<file path="config.mk">
export PLATFORM = sky130hd
export DESIGN_NAME = ultrasonic_echo_ranger_core
export DESIGN_NICKNAME = d
export VERILOG_FILES = /design/src/rtl/ecr_pkg.sv /design/src/rtl/ecr_front.sv /design/src/rtl/ecr_dist.sv /design/src/rtl/ecr_out.sv /design/src/rtl/ultrasonic_echo_ranger_core.sv
export SDC_FILE = /design/constraint.sdc
export NUM_CORES = 1
export LEC_CHECK = 0
export BUFFER_PORTS_ARGS = -buffer_cell sky130_fd_sc_hd__buf_4
export CAP_MARGIN = 20
export CORE_MARGIN = 2
export CORE_UTILIZATION = 64
export CTS_CLUSTER_DIAMETER = 150
export DETAILED_ROUTE_END_ITERATION = 10
export PLACE_DENSITY = 0.84
export SETUP_SLACK_MARGIN = 0.1
export SLEW_MARGIN = 20
export SYNTH_ARGS = -nofsm -noshare
export SYNTH_HDL_FRONTEND = slang
export SYNTH_SLANG_ARGS = --single-unit
</file>
<file path="constraint.sdc">
create_clock -name clk -period 9.5 [get_ports clk]
set_input_delay 1.9 -clock clk [delete_from_list [all_inputs] [get_ports clk]]
set_output_delay 1.9 -clock clk [all_outputs]
set_load 0.1 [all_outputs]
</file>
<file path="src/rtl/ecr_pkg.sv">
// Package for the ultrasonic echo ranger: register reset values, arithmetic constants,
// register index codes and the structs passed between pipeline stages.
// Used by every module in rtl/.
package ecr_pkg;

	localparam int CountW = 16;
	localparam int TrigW = 8;
	localparam int MmW = 13;
	localparam int CmW = 10;
	localparam int ScaledW = 18;

	localparam logic [CountW-1:0] TIMEOUT_RST = 16'd35000;
	localparam logic [TrigW-1:0] TRIG_WIDTH_RST = 8'd10;
	localparam logic [CountW-1:0] COUNT_MAX = 16'hFFFF;

	// Durations above this value all give the saturated distance of 8191 mm.
	localparam logic [CountW-1:0] T_CLAMP = 16'd47510;
	localparam logic [ScaledW-1:0] SCALE_OFFSET = 18'd14;

	// x / 29 as (x * DIV29_MUL) >> DIV29_SHIFT, exact for x below 2^18.
	localparam int Div29MulW = 19;
	localparam logic [Div29MulW-1:0] DIV29_MUL = 19'd289263;
	localparam int DIV29_SHIFT = 23;

	// y / 10 as (y * DIV10_MUL) >> DIV10_SHIFT, exact for y below 2^14.
	localparam int Div10MulW = 15;
	localparam int CmSumW = 14;
	localparam logic [Div10MulW-1:0] DIV10_MUL = 15'd26215;
	localparam int DIV10_SHIFT = 18;
	localparam logic [CmSumW-1:0] CM_ROUND = 14'd5;

	localparam int AddrW = 3;
	localparam int DataW = 32;
	localparam logic REG_ECHO_TIMEOUT = 1'b0;
	localparam logic REG_TRIGGER_WIDTH = 1'b1;

	typedef struct packed {
		logic trig;
		logic ready;
		logic meas;
	} tick_ctl_t;

	typedef struct packed {
		logic fresh;
		logic out_of_range;
		logic [ScaledW-1:0] scaled;
	} dist_req_t;

endpackage

</file>
<file path="src/rtl/ecr_front.sv">
// Input register and tick state of the echo ranger: trigger pulse counter, echo edge
// detection, elapsed-time counter and ready flag. Depends on ecr_pkg.
module ecr_front
	import ecr_pkg::*;
(
	input  logic              clk,
	input  logic              arst_n,
	input  logic              ld_s1,
	input  logic              ld_s2,
	input  logic              echo_level,
	input  logic              start_request,
	input  logic              ready_ack,
	input  logic [CountW-1:0] echo_timeout_us,
	input  logic [TrigW-1:0]  trigger_width_us,
	output tick_ctl_t         ctl_s2,
	output dist_req_t         req_s2
);

	logic echo_s1;
	logic start_s1;
	logic ack_s1;

	logic              echo_prev_q;
	logic              active_q;
	logic [CountW-1:0] elapsed_q;
	logic              ready_q;
	logic [TrigW-1:0]  pulse_q;

	logic [TrigW-1:0]  pulse_load;
	logic              trig;
	logic              rise;
	logic              fresh;
	logic              active_next;
	logic [CountW-1:0] elapsed_inc;
	logic [CountW-1:0] elapsed_next;
	logic [CountW-1:0] t_clamped;
	logic [ScaledW-1:0] scaled;

	always_ff @(posedge clk) begin
		if (ld_s1) begin
			echo_s1 <= echo_level;
			start_s1 <= start_request;
			ack_s1 <= ready_ack;
		end
	end

	always_comb begin
		pulse_load = start_s1 ? trigger_width_us : pulse_q;
		trig = (pulse_load != '0);
		rise = echo_s1 && !echo_prev_q;
		elapsed_inc = (elapsed_q < COUNT_MAX) ? elapsed_q + 1'b1 : elapsed_q;
		fresh = 1'b0;
		active_next = active_q;
		elapsed_next = elapsed_q;
		if (rise) begin
			elapsed_next = '0;
			active_next = 1'b1;
		end else if (active_q) begin
			elapsed_next = elapsed_inc;
			if (!echo_s1) begin
				active_next = 1'b0;
				fresh = 1'b1;
			end
		end
		t_clamped = (elapsed_next > T_CLAMP) ? T_CLAMP : elapsed_next;
		scaled = {t_clamped, 2'b00} + {2'b00, t_clamped} + SCALE_OFFSET;
	end

	always_ff @(posedge clk or negedge arst_n) begin
		if (!arst_n) begin
			echo_prev_q <= 1'b0;
			active_q <= 1'b0;
			elapsed_q <= '0;
			ready_q <= 1'b0;
			pulse_q <= '0;
		end else if (ld_s2) begin
			echo_prev_q <= echo_s1;
			active_q <= active_next;
			elapsed_q <= elapsed_next;
			pulse_q <= trig ? pulse_load - 1'b1 : pulse_load;
			if (fresh) begin
				ready_q <= 1'b1;
			end else if (ack_s1) begin
				ready_q <= 1'b0;
			end
		end
	end

	always_ff @(posedge clk) begin
		if (ld_s2) begin
			ctl_s2.trig <= trig;
			ctl_s2.ready <= fresh || ready_q;
			ctl_s2.meas <= active_next;
			req_s2.fresh <= fresh;
			req_s2.out_of_range <= (elapsed_next >= echo_timeout_us);
			req_s2.scaled <= scaled;
		end
	end

endmodule

</file>
<file path="src/rtl/ecr_dist.sv">
// Distance stage of the echo ranger: divides the scaled echo time by 29 and holds the
// last measured distance in millimeters. Depends on ecr_pkg.
module ecr_dist
	import ecr_pkg::*;
(
	input  logic           clk,
	input  logic           arst_n,
	input  logic           ld_s3,
	input  tick_ctl_t      ctl_s2,
	input  dist_req_t      req_s2,
	output tick_ctl_t      ctl_s3,
	output logic [MmW-1:0] mm_s3
);

	logic [ScaledW+Div29MulW-1:0] product;
	logic [MmW-1:0]               quotient;

	always_comb begin
		product = {{Div29MulW{1'b0}}, req_s2.scaled} * {{ScaledW{1'b0}}, DIV29_MUL};
		quotient = product[DIV29_SHIFT +: MmW];
	end

	always_ff @(posedge clk or negedge arst_n) begin
		if (!arst_n) begin
			mm_s3 <= '0;
		end else if (ld_s3 && req_s2.fresh) begin
			mm_s3 <= req_s2.out_of_range ? '0 : quotient;
		end
	end

	always_ff @(posedge clk) begin
		if (ld_s3) begin
			ctl_s3 <= ctl_s2;
		end
	end

endmodule

</file>
<file path="src/rtl/ecr_out.sv">
// Output register of the echo ranger: converts millimeters to rounded centimeters and
// holds the result word until it is taken. Depends on ecr_pkg.
module ecr_out
	import ecr_pkg::*;
(
	input  logic           clk,
	input  logic           ld_s4,
	input  tick_ctl_t      ctl_s3,
	input  logic [MmW-1:0] mm_s3,
	output logic           trigger_out,
	output logic [MmW-1:0] range_mm,
	output logic [CmW-1:0] range_cm,
	output logic           result_ready,
	output logic           measuring
);

	logic [CmSumW-1:0]           rounded;
	logic [CmSumW+Div10MulW-1:0] product;

	always_comb begin
		rounded = {1'b0, mm_s3} + CM_ROUND;
		product = {{Div10MulW{1'b0}}, rounded} * {{CmSumW{1'b0}}, DIV10_MUL};
	end

	always_ff @(posedge clk) begin
		if (ld_s4) begin
			trigger_out <= ctl_s3.trig;
			range_mm <= mm_s3;
			range_cm <= product[DIV10_SHIFT +: CmW];
			result_ready <= ctl_s3.ready;
			measuring <= ctl_s3.meas;
		end
	end

endmodule

</file>
<file path="src/rtl/ultrasonic_echo_ranger_core.sv">
// Top level of the ultrasonic echo ranger: configuration registers, pipeline control and
// the three processing stages. Depends on ecr_pkg, ecr_front, ecr_dist and ecr_out.
//
// Each input word is one microsecond tick and produces exactly one result word. The block
// takes a word in every cycle unless tick_stall is high; a word passes in order through the
// input register, tick state update, division by 29, then centimeter conversion into the
// output register. A result-side stall reaches tick_stall combinationally through every
// full stage. Registers: echo_timeout_us at byte address 0, trigger_width_us at byte address 4.
module ultrasonic_echo_ranger_core
	import ecr_pkg::*;
(
	input  logic             clk,
	input  logic             arst_n,
	input  logic             psel,
	input  logic             penable,
	input  logic             pwrite,
	input  logic [AddrW-1:0] paddr,
	input  logic [DataW-1:0] pwdata,
	output logic [DataW-1:0] prdata,
	output logic             pready,
	input  logic             tick_valid,
	output logic             tick_stall,
	input  logic             echo_level,
	input  logic             start_request,
	input  logic             ready_ack,
	output logic             result_valid,
	input  logic             result_stall,
	output logic             trigger_out,
	output logic [MmW-1:0]   range_mm,
	output logic [CmW-1:0]   range_cm,
	output logic             result_ready,
	output logic             measuring
);

	logic [CountW-1:0] timeout_q;
	logic [TrigW-1:0]  trig_width_q;

	logic v_s1;
	logic v_s2;
	logic v_s3;
	logic v_s4;
	logic rdy1;
	logic rdy2;
	logic rdy3;
	logic rdy4;
	logic cfg_wr;

	tick_ctl_t      ctl_s2;
	tick_ctl_t      ctl_s3;
	dist_req_t      req_s2;
	logic [MmW-1:0] mm_s3;

	assign pready = 1'b1;
	assign cfg_wr = psel && penable && pwrite && pready;

	always_ff @(posedge clk or negedge arst_n) begin
		if (!arst_n) begin
			timeout_q <= TIMEOUT_RST;
			trig_width_q <= TRIG_WIDTH_RST;
		end else if (cfg_wr) begin
			case (paddr[2])
				REG_ECHO_TIMEOUT: timeout_q <= pwdata[CountW-1:0];
				REG_TRIGGER_WIDTH: trig_width_q <= pwdata[TrigW-1:0];
				default: ;
			endcase
		end
	end

	always_comb begin
		case (paddr[2])
			REG_ECHO_TIMEOUT: prdata = {{(DataW-CountW){1'b0}}, timeout_q};
			REG_TRIGGER_WIDTH: prdata = {{(DataW-TrigW){1'b0}}, trig_width_q};
			default: prdata = '0;
		endcase
	end

	assign rdy4 = !v_s4 || !result_stall;
	assign rdy3 = !v_s3 || rdy4;
	assign rdy2 = !v_s2 || rdy3;
	assign rdy1 = !v_s1 || rdy2;
	assign tick_stall = !rdy1;
	assign result_valid = v_s4;

	always_ff @(posedge clk or negedge arst_n) begin
		if (!arst_n) begin
			v_s1 <= 1'b0;
			v_s2 <= 1'b0;
			v_s3 <= 1'b0;
			v_s4 <= 1'b0;
		end else begin
			if (rdy1) begin
				v_s1 <= tick_valid;
			end
			if (rdy2) begin
				v_s2 <= v_s1;
			end
			if (rdy3) begin
				v_s3 <= v_s2;
			end
			if (rdy4) begin
				v_s4 <= v_s3;
			end
		end
	end

	ecr_front u_front (
		.clk              (clk),
		.arst_n           (arst_n),
		.ld_s1            (tick_valid && rdy1),
		.ld_s2            (v_s1 && rdy2),
		.echo_level       (echo_level),
		.start_request    (start_request),
		.ready_ack        (ready_ack),
		.echo_timeout_us  (timeout_q),
		.trigger_width_us (trig_width_q),
		.ctl_s2           (ctl_s2),
		.req_s2           (req_s2)
	);

	ecr_dist u_dist (
		.clk    (clk),
		.arst_n (arst_n),
		.ld_s3  (v_s2 && rdy3),
		.ctl_s2 (ctl_s2),
		.req_s2 (req_s2),
		.ctl_s3 (ctl_s3),
		.mm_s3  (mm_s3)
	);

	ecr_out u_out (
		.clk          (clk),
		.ld_s4        (v_s3 && rdy4),
		.ctl_s3       (ctl_s3),
		.mm_s3        (mm_s3),
		.trigger_out  (trigger_out),
		.range_mm     (range_mm),
		.range_cm     (range_cm),
		.result_ready (result_ready),
		.measuring    (measuring)
	);

endmodule

</file>
Word-level counts from Yosys, hierarchy flattened
Cells that the tools add are included.
{"block": "totals", "ff_bits": 123, "output_inout_bits": 61, "wordCells": 81}
{"block": "op_classes", "n_bitwise": 1, "n_mux": 16, "n_addsub": 5, "reduce_logical": 25, "n_mul": 2, "n_lt_le_gt_ge": 3}
{"cell": "$mux W16", "count": 4}
{"cell": "$pmux W32 S2", "count": 1}
{"cell": "$mul A18 B19 Y36 const B", "count": 1}
{"cell": "$mul A14 B15 Y28 const B", "count": 1}
{"cell": "$add A18 B16 Y18", "count": 1}
{"cell": "$add A18 B4 Y18 const B", "count": 1}
{"cell": "$add A16 B1 Y16 const B", "count": 1}
{"cell": "$ge A16 B16 Y1", "count": 1}
{"cell": "$gt A16 B16 Y1 const B", "count": 1}
{"cell": "$lt A16 B16 Y1 const B", "count": 1}
{"cell": "$mux W8", "count": 2}
{"cell": "$add A13 B3 Y14 const B", "count": 1}
{"cell": "$mux W13", "count": 1}
{"cell": "$logic_and A1 B1 Y1", "count": 8}
{"cell": "$mux W1", "count": 8}
{"cell": "$reduce_bool A8 Y1", "count": 1}
{"cell": "$sub A8 B1 Y8 const B", "count": 1}
{"cell": "$logic_not A1 Y1", "count": 7}
{"cell": "$reduce_and A2 Y1", "count": 3}
{"cell": "$logic_or A1 B1 Y1", "count": 5}
{"cell": "$reduce_bool A2 Y1", "count": 1}
{"cell": "$not A1 Y1", "count": 1}

Logic depth before layout (Yosys ltp)
Gate-level depths: netlist (run 1).
{"block": "depth", "depth_word": 8, "ltp_mapped": 26}

Modules after synthesis
From an unflattened synthesis (run 1), not the netlist that was laid out.
{"block": "hier_totals", "cells_unflattened": 1702, "area_unflattened_um2": 17126.4}
{"mod": "ecr_dist", "seq_area_each_um2": 415.4, "cells_per_inst": 694, "n_inst": 1, "area_each_um2": 6740.2}
{"mod": "ecr_out", "seq_area_each_um2": 780.7, "cells_per_inst": 442, "n_inst": 1, "area_each_um2": 4621.9}
{"mod": "ecr_front", "seq_area_each_um2": 1456.4, "cells_per_inst": 462, "n_inst": 1, "area_each_um2": 4335.4}
{"mod": "ultrasonic_echo_ranger_core", "seq_area_each_um2": 710.7, "cells_per_inst": 104, "n_inst": 1, "area_each_um2": 1428.9}

Least setup slack after synthesis (run 1)
Ideal clock, no wire load.
{"block": "synth_path", "kind": "reg-to-reg", "start": "register u_dist.mm_s3[0]", "end": "register u_out.range_cm[9] (data pin)", "period_less_slack_ns": 6.629, "path_slack_ns": 2.871, "arrival_time_ns": 6.363, "required_ns": 9.234, "path_stages_with_launch": 26, "setup_ns": 0.266, "path_cell_list": "dfrtp_1 ha_1 nor2_1 nor2_1 nand2_1 xnor2_1 inv_1 fa_1 inv_1 fa_1 fa_1 fa_1 inv_1 fa_1 inv_1 fa_1 inv_1 ha_1 and3_1 nor2b_1 o2111a_1 o31ai_1 o21a_1 o21ai_0 o41ai_1 xnor2_1"}
{"block": "synth_via", "elab_chain_cells": 2}
{"item": "start, declared", "line_no": "ecr_dist.sv:12", "rtl": "output logic [MmW-1:0] mm_s3"}
{"item": "start signal, assigned", "line_no": "ecr_dist.sv:27", "rtl": "mm_s3 <= req_s2.out_of_range ? '0 : quotient;"}
{"item": "$add A13 B3 Y14", "line_no": "ecr_out.sv:21", "rtl": "rounded = {1'b0, mm_s3} + CM_ROUND;"}
{"item": "$mul A14 B15 Y28", "line_no": "ecr_out.sv:22", "rtl": "product = {{Div10MulW{1'b0}}, rounded} * {{CmSumW{1'b0}}, DIV10_MUL};"}
{"item": "named net u_out.product[27]", "line_no": "ecr_out.sv:18", "rtl": "logic [CmSumW+Div10MulW-1:0] product;"}
{"item": "end signal, assigned", "line_no": "ecr_out.sv:29", "rtl": "range_cm <= product[DIV10_SHIFT +: CmW];"}
{"item": "end, declared", "line_no": "ecr_out.sv:12", "rtl": "output logic [CmW-1:0] range_cm,"}
The timed path passes the listed nets, and every way through them passes these cells.
A chain may end at the register's enable or synchronous reset.

Worst setup path in the final report (run 1)
Same ends and word-level chain as after synthesis.

==> reports/summary.txt, run 1 <==
Clock skew: 15.2 ps
Async set-or-reset flop fraction in the synthesized netlist: 55.3%
CTS-repair resized insts: 0
Setup CP Type: flop to flop
RePlAce Congestion: 0.943
Slew HR: 38.6%
Commonest non-fill, non-tap cell in the layout: inv_1
Synthesized instance count: 1604
Tmin final: 7540 ps
Max Buffers Root-to-Sink: 2
Tot GR Track Use: 28.0%
Slowest cell on crit path: dfrtp_1
WL final: 35400 um
Measured slew at the worst slew-check pin: 921 ps
Yosys warning count: 0
Register area share after synthesis: 20.7%
DP Area: 0.0171 mm2
Routed WL per cell: 17.6 um
R2R depth: 25
Slowest cell delay on critical path: 710 ps
Final instance area: 0.0177 mm2
Die Area: 0.0267 mm2
Synth unique cells: 69
Port Buffers: 70
Vias in the first global route: 12273
Buffers and inverters on the worst path: 5
Area delta synth->final: 8.45%
Slew Limit Fails: 0
Ant. Diodes: 0
Die Width: 163 um
Period Utilization, post-route: 79.4%
Dominant synthesized flop cell: dfrtp_1
Placeable Area: 0.0251 mm2
Crit path DAT: 7710 ps
Max Cap Violations: 0
Final Net Count: 2196
Post-synthesis instance area: 0.0163 mm2
CTS buffer count: 17
Most frequent cells in the layout: 356 x inv_1, 292 x ha_1, 189 x fa_1, 76 x nand2_1, 73 x buf_4
Fmax: 133 MHz
CP top delay family: adder cells
Endpoints failing setup: 0
Mean Syn Cell Area: 10.1 um2
CP startpoint kind: flop
H-tree depth: 4
Final TNS setup: 0 ps
1st-iter DRT viols: 934
DPL Wire Length: 28800 um
Crit path depth: 25
CTS tree: built
Met3 WL post-DR: 1920 um
Total gr overflow: 0
Hold WC Path Type: flop to flop
WP data required: 9660 ps
Vias per cell: 5.79
Max Used Layer: met4
Site Rows: 58
First-pass GRT wire length: 58800 um
Pre-antenna DRT Iters: 7
RSZ-0062 raised after global routing: no
Layout cell share with drive strength beyond 1: 9.74%
CP most frequent cell: fa_1
Vias: 11652
Post-synth EDFFs: 55
Die Y: 163 um
Crit path max fanout: 11
Setup bufs post-CTS: 0
Post-route ant nets: 0
Clock Root Buffer: clkbuf_16
Clk_lat worst skew: 430 ps
Worst-path clk slew: 60 ps
Clock sink count: 123
Synth Register Bits: 123
Met2 Wirelength: 17500 um
Largest net degree at the start of global routing: 69
Number of cells on the worst hold path: 0
Hold_buf cts: 0
Initial antenna violation count: 0
I/O pin count: 106
DRC errors left: 0
Critical Path Sink Type: flop
M1 wire length: 14700 um
Status: complete, no violations
Initial core utilization: 64.8%
Final Hold Fails: 0
==> cell usage after synthesis (all sizes together) (4+ instances only) <==
cell / n / share of area (%)
xor2: 21 / 1.1
a21o: 18 / 0.83
o211ai: 12 / 0.55
a21boi: 4 / 0.18
or2: 14 / 0.54
nor3: 21 / 0.65
buf: 24 / 1.1
o2111ai: 9 / 0.52
o31ai: 10 / 0.46
ha: 292 / 22
edfxtp: 55 / 10
nor2b: 10 / 0.38
and4: 4 / 0.22
inv: 357 / 8.2
o21ai: 49 / 1.5
and2: 13 / 0.50
o41ai: 4 / 0.26
mux2: 33 / 2.3
dfrtp: 60 / 9.2
nand3: 23 / 0.71
mux2i: 10 / 0.62
nand2b: 15 / 0.58
dfstp: 8 / 1.3
a211oi: 9 / 0.49
nand3b: 6 / 0.28
clkbuf: 17 / 0.39
and3: 13 / 0.50
fa: 189 / 23
nand4: 14 / 0.63
nor2: 55 / 1.3
a211o: 4 / 0.22
o21a: 6 / 0.28
a21oi: 50 / 1.5
nor3b: 6 / 0.28
a22o: 9 / 0.48
a31oi: 9 / 0.35
nand2: 76 / 1.8
xnor2: 35 / 1.9
==> per-layer routing <==
metal	vias to the layer above	global-route usage, %
met5	-	0
met4	0	10.6
met3	106	5.66
met2	411	48.2
met1	5714	35.0
li1	5421	-
==> layout make-up <==
type / count / area, um2
tap: 330 / 413
fill: 1815 / 7460
clock buffer: 18 / 429
clock inverter: 14 / 166
sequential: 123 / 3360
inverter: 357 / 1340
timing repair buffer: 73 / 548
multi-input combinational: 1098 / 11400
==> registers in the layout, summed over array words and instances, names as in the netlist, 3 cells and up <==
register           count
u_dist.ctl_s3          3
u_dist.mm_s3          13
u_front.ctl_s2         3
u_front.pulse_q        8
u_out.range_cm        10
u_front.elapsed_q     16
timeout_q             16
u_out.range_mm        13
trig_width_q           8
u_front.req_s2        20
==> worst paths after layout <==
check	from	to	slack (ps)
max in group asynchronous	arst_n	u_dist.mm_s3[3]	7310
max	u_dist.mm_s3[0]	u_out.range_cm[9]	1960
min in group asynchronous	arst_n	timeout_q[14]	1580
min reg2reg	u_front.ctl_s2[0]	u_dist.ctl_s3[0]	430
min	u_front.ctl_s2[0]	u_dist.ctl_s3[0]	430
max reg2reg	u_dist.mm_s3[0]	u_out.range_cm[9]	1960
==> per-stage QoR <==
step	util [%]	hold WS, ps	instances	setup WS (ps)
after floorplan	-	400	1619	2870
after global placement	67.9	400	1981	2190
after detailed placement	67.9	407	1981	1960
after CTS	70.3	424	2013	1900
after global routing	70.3	431	2013	1540
final	70.3	427	2013	1960
==> cells by family (layout without fill, tap and decap cells) <==
family,Yosys count,in the layout,share of synthesized area [%]
AOI/OAI and AO/OA,219,219,9.13
xor gates and xnor gates,56,56,3.01
adders and majority gates,481,481,45.7
buffers and inverters,398,462,9.72
DFF,123,123,20.7
muxes,43,43,2.90
other,2,17,0.0461
and+or+nand+nor,282,282,8.83
==> worst reg2reg max path, stage by stage (launching register included) <==
cell and delay [ps]:
dfrtp_1 710, ha_1 340, nor2_1 80, nor2_1 220
nand2_1 100, xnor2_1 290, inv_1 170, fa_1 560
inv_1 60, fa_1 450, fa_1 490, fa_1 520
inv_1 60, fa_1 530, inv_1 50, fa_1 490
inv_1 40, ha_1 320, and3_1 210, nor2b_1 140
o2111a_1 150, o31ai_1 430, o21a_1 270, o21ai_0 150
o41ai_1 340, xnor2_1 110
Power of run 1 is not shown: default switching activity piles up to over one toggle a cycle in this logic, so the estimate is an artifact.
==> run 2: changes to the inputs <==
Settings changed: ABC_AREA set to 1, CORE_UTILIZATION 64 to 58, PLACE_DENSITY 0.84 to 0.8.
Clock period 9.5 ns to 6.6 ns, I/O delays scaled along.
==> reports/summary.txt, run 2 <==
Crit path from: u_dist.mm_s3[0] (unchanged)
WHS: 423 ps (was 427 ps)
Vias in the first global route: 13513 (was 12273)
Largest net degree at the start of global routing: 69 (unchanged)
CTS tree: built (unchanged)
Vias per cell: 5.37 (was 5.79)
Register with the most flip-flops: u_front.req_s2 (unchanged)
Ant. Diodes: 0 (unchanged)
Tmin final: 6470 ps (was 7540 ps)
1st-iter DRT viols: 907 (was 934)
CTS buffer count: 17 (unchanged)
Slew Limit Fails: 0 (unchanged)
Final Hold Fails: 0 (unchanged)
I/O pin count: 106 (unchanged)
Mean Syn Cell Area: 8.71 um2 (was 10.1 um2)
R2R depth: 29 (was 25)
Slew HR: 35.8% (was 38.6%)
Crit path DAT: 6650 ps (was 7710 ps)
Register area share after synthesis: 19.5% (was 20.7%)
Commonest non-fill, non-tap cell in the layout: inv_1 (unchanged)
Pre-antenna DRT Iters: 5 (was 7)
Die Area: 0.0311 mm2 (was 0.0267 mm2)
Slowest cell on crit path: fa_1 (was dfrtp_1)
Worst-path clk slew: 70 ps (was 60 ps)
Post-synth top cells: 462 x inv_1, 292 x ha_1, 276 x nand2_1, 189 x fa_1, 127 x nor2_1 (was 356 x inv_1, 292 x ha_1, 189 x fa_1, 76 x nand2_1, 60 x dfrtp_1)
Fmax: 155 MHz (was 133 MHz)
Crit path max fanout: 4 (was 11)
Clock sink count: 123 (unchanged)
DPL Wire Length: 33100 um (was 28800 um)
Critical Path Sink Type: flop (unchanged)
Max Buffers Root-to-Sink: 2 (unchanged)
Measured slew at the worst slew-check pin: 958 ps (was 921 ps)
Setup CP Type: flop to flop (unchanged)
Critical R2R Capture: u_out.range_cm[6] (was u_out.range_cm[9])
Reg2reg setup slack: 130 ps (was 1960 ps)
Yosys warning count: 0 (unchanged)
Endpoints failing setup: 0 (unchanged)
Placed instance count: 2439 (was 1981)
Total gr overflow: 0 (unchanged)
Most frequent cells in the layout: 451 x inv_1, 281 x ha_1, 269 x nand2_1, 185 x fa_1, 119 x nor2_1 (was 356 x inv_1, 292 x ha_1, 189 x fa_1, 76 x nand2_1, 73 x buf_4)
First-pass GRT wire length: 64500 um (was 58800 um)
Max Cap Violations: 0 (unchanged)
Async set-or-reset flop fraction in the synthesized netlist: 55.3% (unchanged)
Synthesized instance count: 1978 (was 1604)
CP startpoint kind: flop (unchanged)
WL final: 40200 um (was 35400 um)
Number of cells on the worst hold path: 0 (unchanged)
Clock Root Buffer: clkbuf_16 (unchanged)
Clock skew: 11.5 ps (was 15.2 ps)
Post-synth EDFFs: 55 (unchanged)
Vias: 13338 (was 11652)
H-tree depth: 4 (unchanged)
Area delta synth->final: 11.8% (was 8.45%)
CP most frequent cell: fa_1 (unchanged)
Layout cell share with drive strength beyond 1: 13.4% (was 9.74%)
Die Width: 176 um (was 163 um)
Synth unique cells: 53 (was 69)
Top-count cell post-synth: inv_1 (unchanged)
DRC errors left: 0 (unchanged)
Finished Layout Cells: 2482 (was 2013)
Worst R2R Start: u_dist.mm_s3[0] (unchanged)
Site Rows: 63 (was 58)
Tot GR Track Use: 26.2% (was 28.0%)
Final TNS setup: 0 ps (unchanged)
Port Buffers: 70 (unchanged)
Synth top area cells: fa_1 22%, ha_1 21%, inv_1 10% (was fa_1 23%, ha_1 22%, edfxtp_1 10%)
Cell taking the most area after synthesis: fa_1 (unchanged)
Final Net Count: 2605 (was 2196)
Initial core utilization: 58.6% (was 64.8%)
Routed WL per cell: 16.2 um (was 17.6 um)
RePlAce Congestion: 0.956 (was 0.943)
Initial antenna violation count: 0 (unchanged)
Die Y: 176 um (was 163 um)
RSZ-0062 raised after global routing: yes (was no)
WP data required: 6770 ps (was 9660 ps)
Synth Register Bits: 123 (unchanged)
Post-route ant nets: 0 (unchanged)
Post-synthesis instance area: 0.0172 mm2 (was 0.0163 mm2)
Biggest registers after layout: u_front.req_s2 (20), timeout_q (16), u_front.elapsed_q (16) (unchanged)
Hold WC Path Type: flop to flop (unchanged)
Clk_lat worst skew: 430 ps (about the same)
Period Utilization, post-route: 98.0% (was 79.4%)
Dominant synthesized flop cell: dfrtp_1 (unchanged)
Placeable Area: 0.0294 mm2 (was 0.0251 mm2)
CP Capture Point: u_out.range_cm[6] (was u_out.range_cm[9])
Synth top area share: 22.0% (was 23.2%)
Slowest cell delay on critical path: 570 ps (was 710 ps)
Hold_buf cts: 0 (unchanged)
Number of flip-flops in the largest register: 20 (unchanged)
Status: complete, no violations (unchanged)
[run 2: cells by family after synthesis]
group	after synthesis	share of synthesized area [%]
xor+xnor	48	2.44
mux	2	0.116
simple gates	564	14.9
buf+inv	501	11.5
fa+ha+maj	481	43.2
other cells	2	0.0436
compound gates	257	8.23
flops	123	19.5
[run 2: routing by layer]
| metal | wire length, um | GRT usage [%] | up-vias | part of all wire [%] |
|---|---|---|---|---|
| li1 | - | - | 6400 | - |
| met2 | 20400 | 45.8 | 405 | 51 |
| met3 | 2290 | 4.67 | 84 | 5.7 |
| met5 | 0 | 0 | - | 0 |
| met1 | 16400 | 33.1 | 6449 | 41 |
| met4 | 1030 | 7.99 | 0 | 2.6 |
[run 2: repair_timing]
item | CTS | global route
endpoints found under the setup margin | 8 | 10
cloned | 0 | 0
gates resized for setup | 7 | 69
setup buffers | 2 | 10
pin swaps | 1 | 52
[run 2: worst min path at each step]
stage,start,to
after floorplan,u_front.ctl_s2[0],u_dist.ctl_s3[0]
after global placement,u_front.ctl_s2[0],u_dist.ctl_s3[0]
after detailed placement,u_front.ctl_s2[2],u_dist.ctl_s3[2]
after CTS,u_front.ctl_s2[2],u_dist.ctl_s3[2]
after global routing,u_front.ctl_s2[2],u_dist.ctl_s3[2]
final,u_front.ctl_s2[2],u_dist.ctl_s3[2]
[run 2: metrics by stage]
| step | setup WS (ps) | cell area, um2 | utilization [%] |
|---|---|---|---|
| 4_1_cts | 101 | 18900 | 64.2 |
| 5_1_grt | -118 | 19200 | 65.5 |
| 6_report | 130 | 19200 | 65.5 |
| 3_5_place_dp | -123 | 18200 | 62.0 |
| 2_1_floorplan | 112 | 17300 | - |
| 3_3_place_gp | 14.7 | 18200 | 62.0 |
[run 2: critical path, delay by kind of cell (launching register included)]
| kind | cells | cell delay [ps] |
|---|---|---|
| simple gates | 9 | 1090 |
| buf+inv | 6 | 370 |
| compound gates | 4 | 620 |
| xor+xnor | 2 | 360 |
| flops | 1 | 390 |
| fa+ha+maj | 8 | 3370 |
[run 2: final cells by class]
cell class | count | area [um2]
Clock buffer | 17 | 425
Sequential cell | 123 | 3370
Multi-Input combinational cell | 1369 | 12300
Clock inverter | 15 | 169
Fill cell | 2360 | 10200
Timing Repair Buffer | 101 | 766
Tap cell | 390 | 488
Inverter | 467 | 1750
Power of run 2 is left out for the same reason.
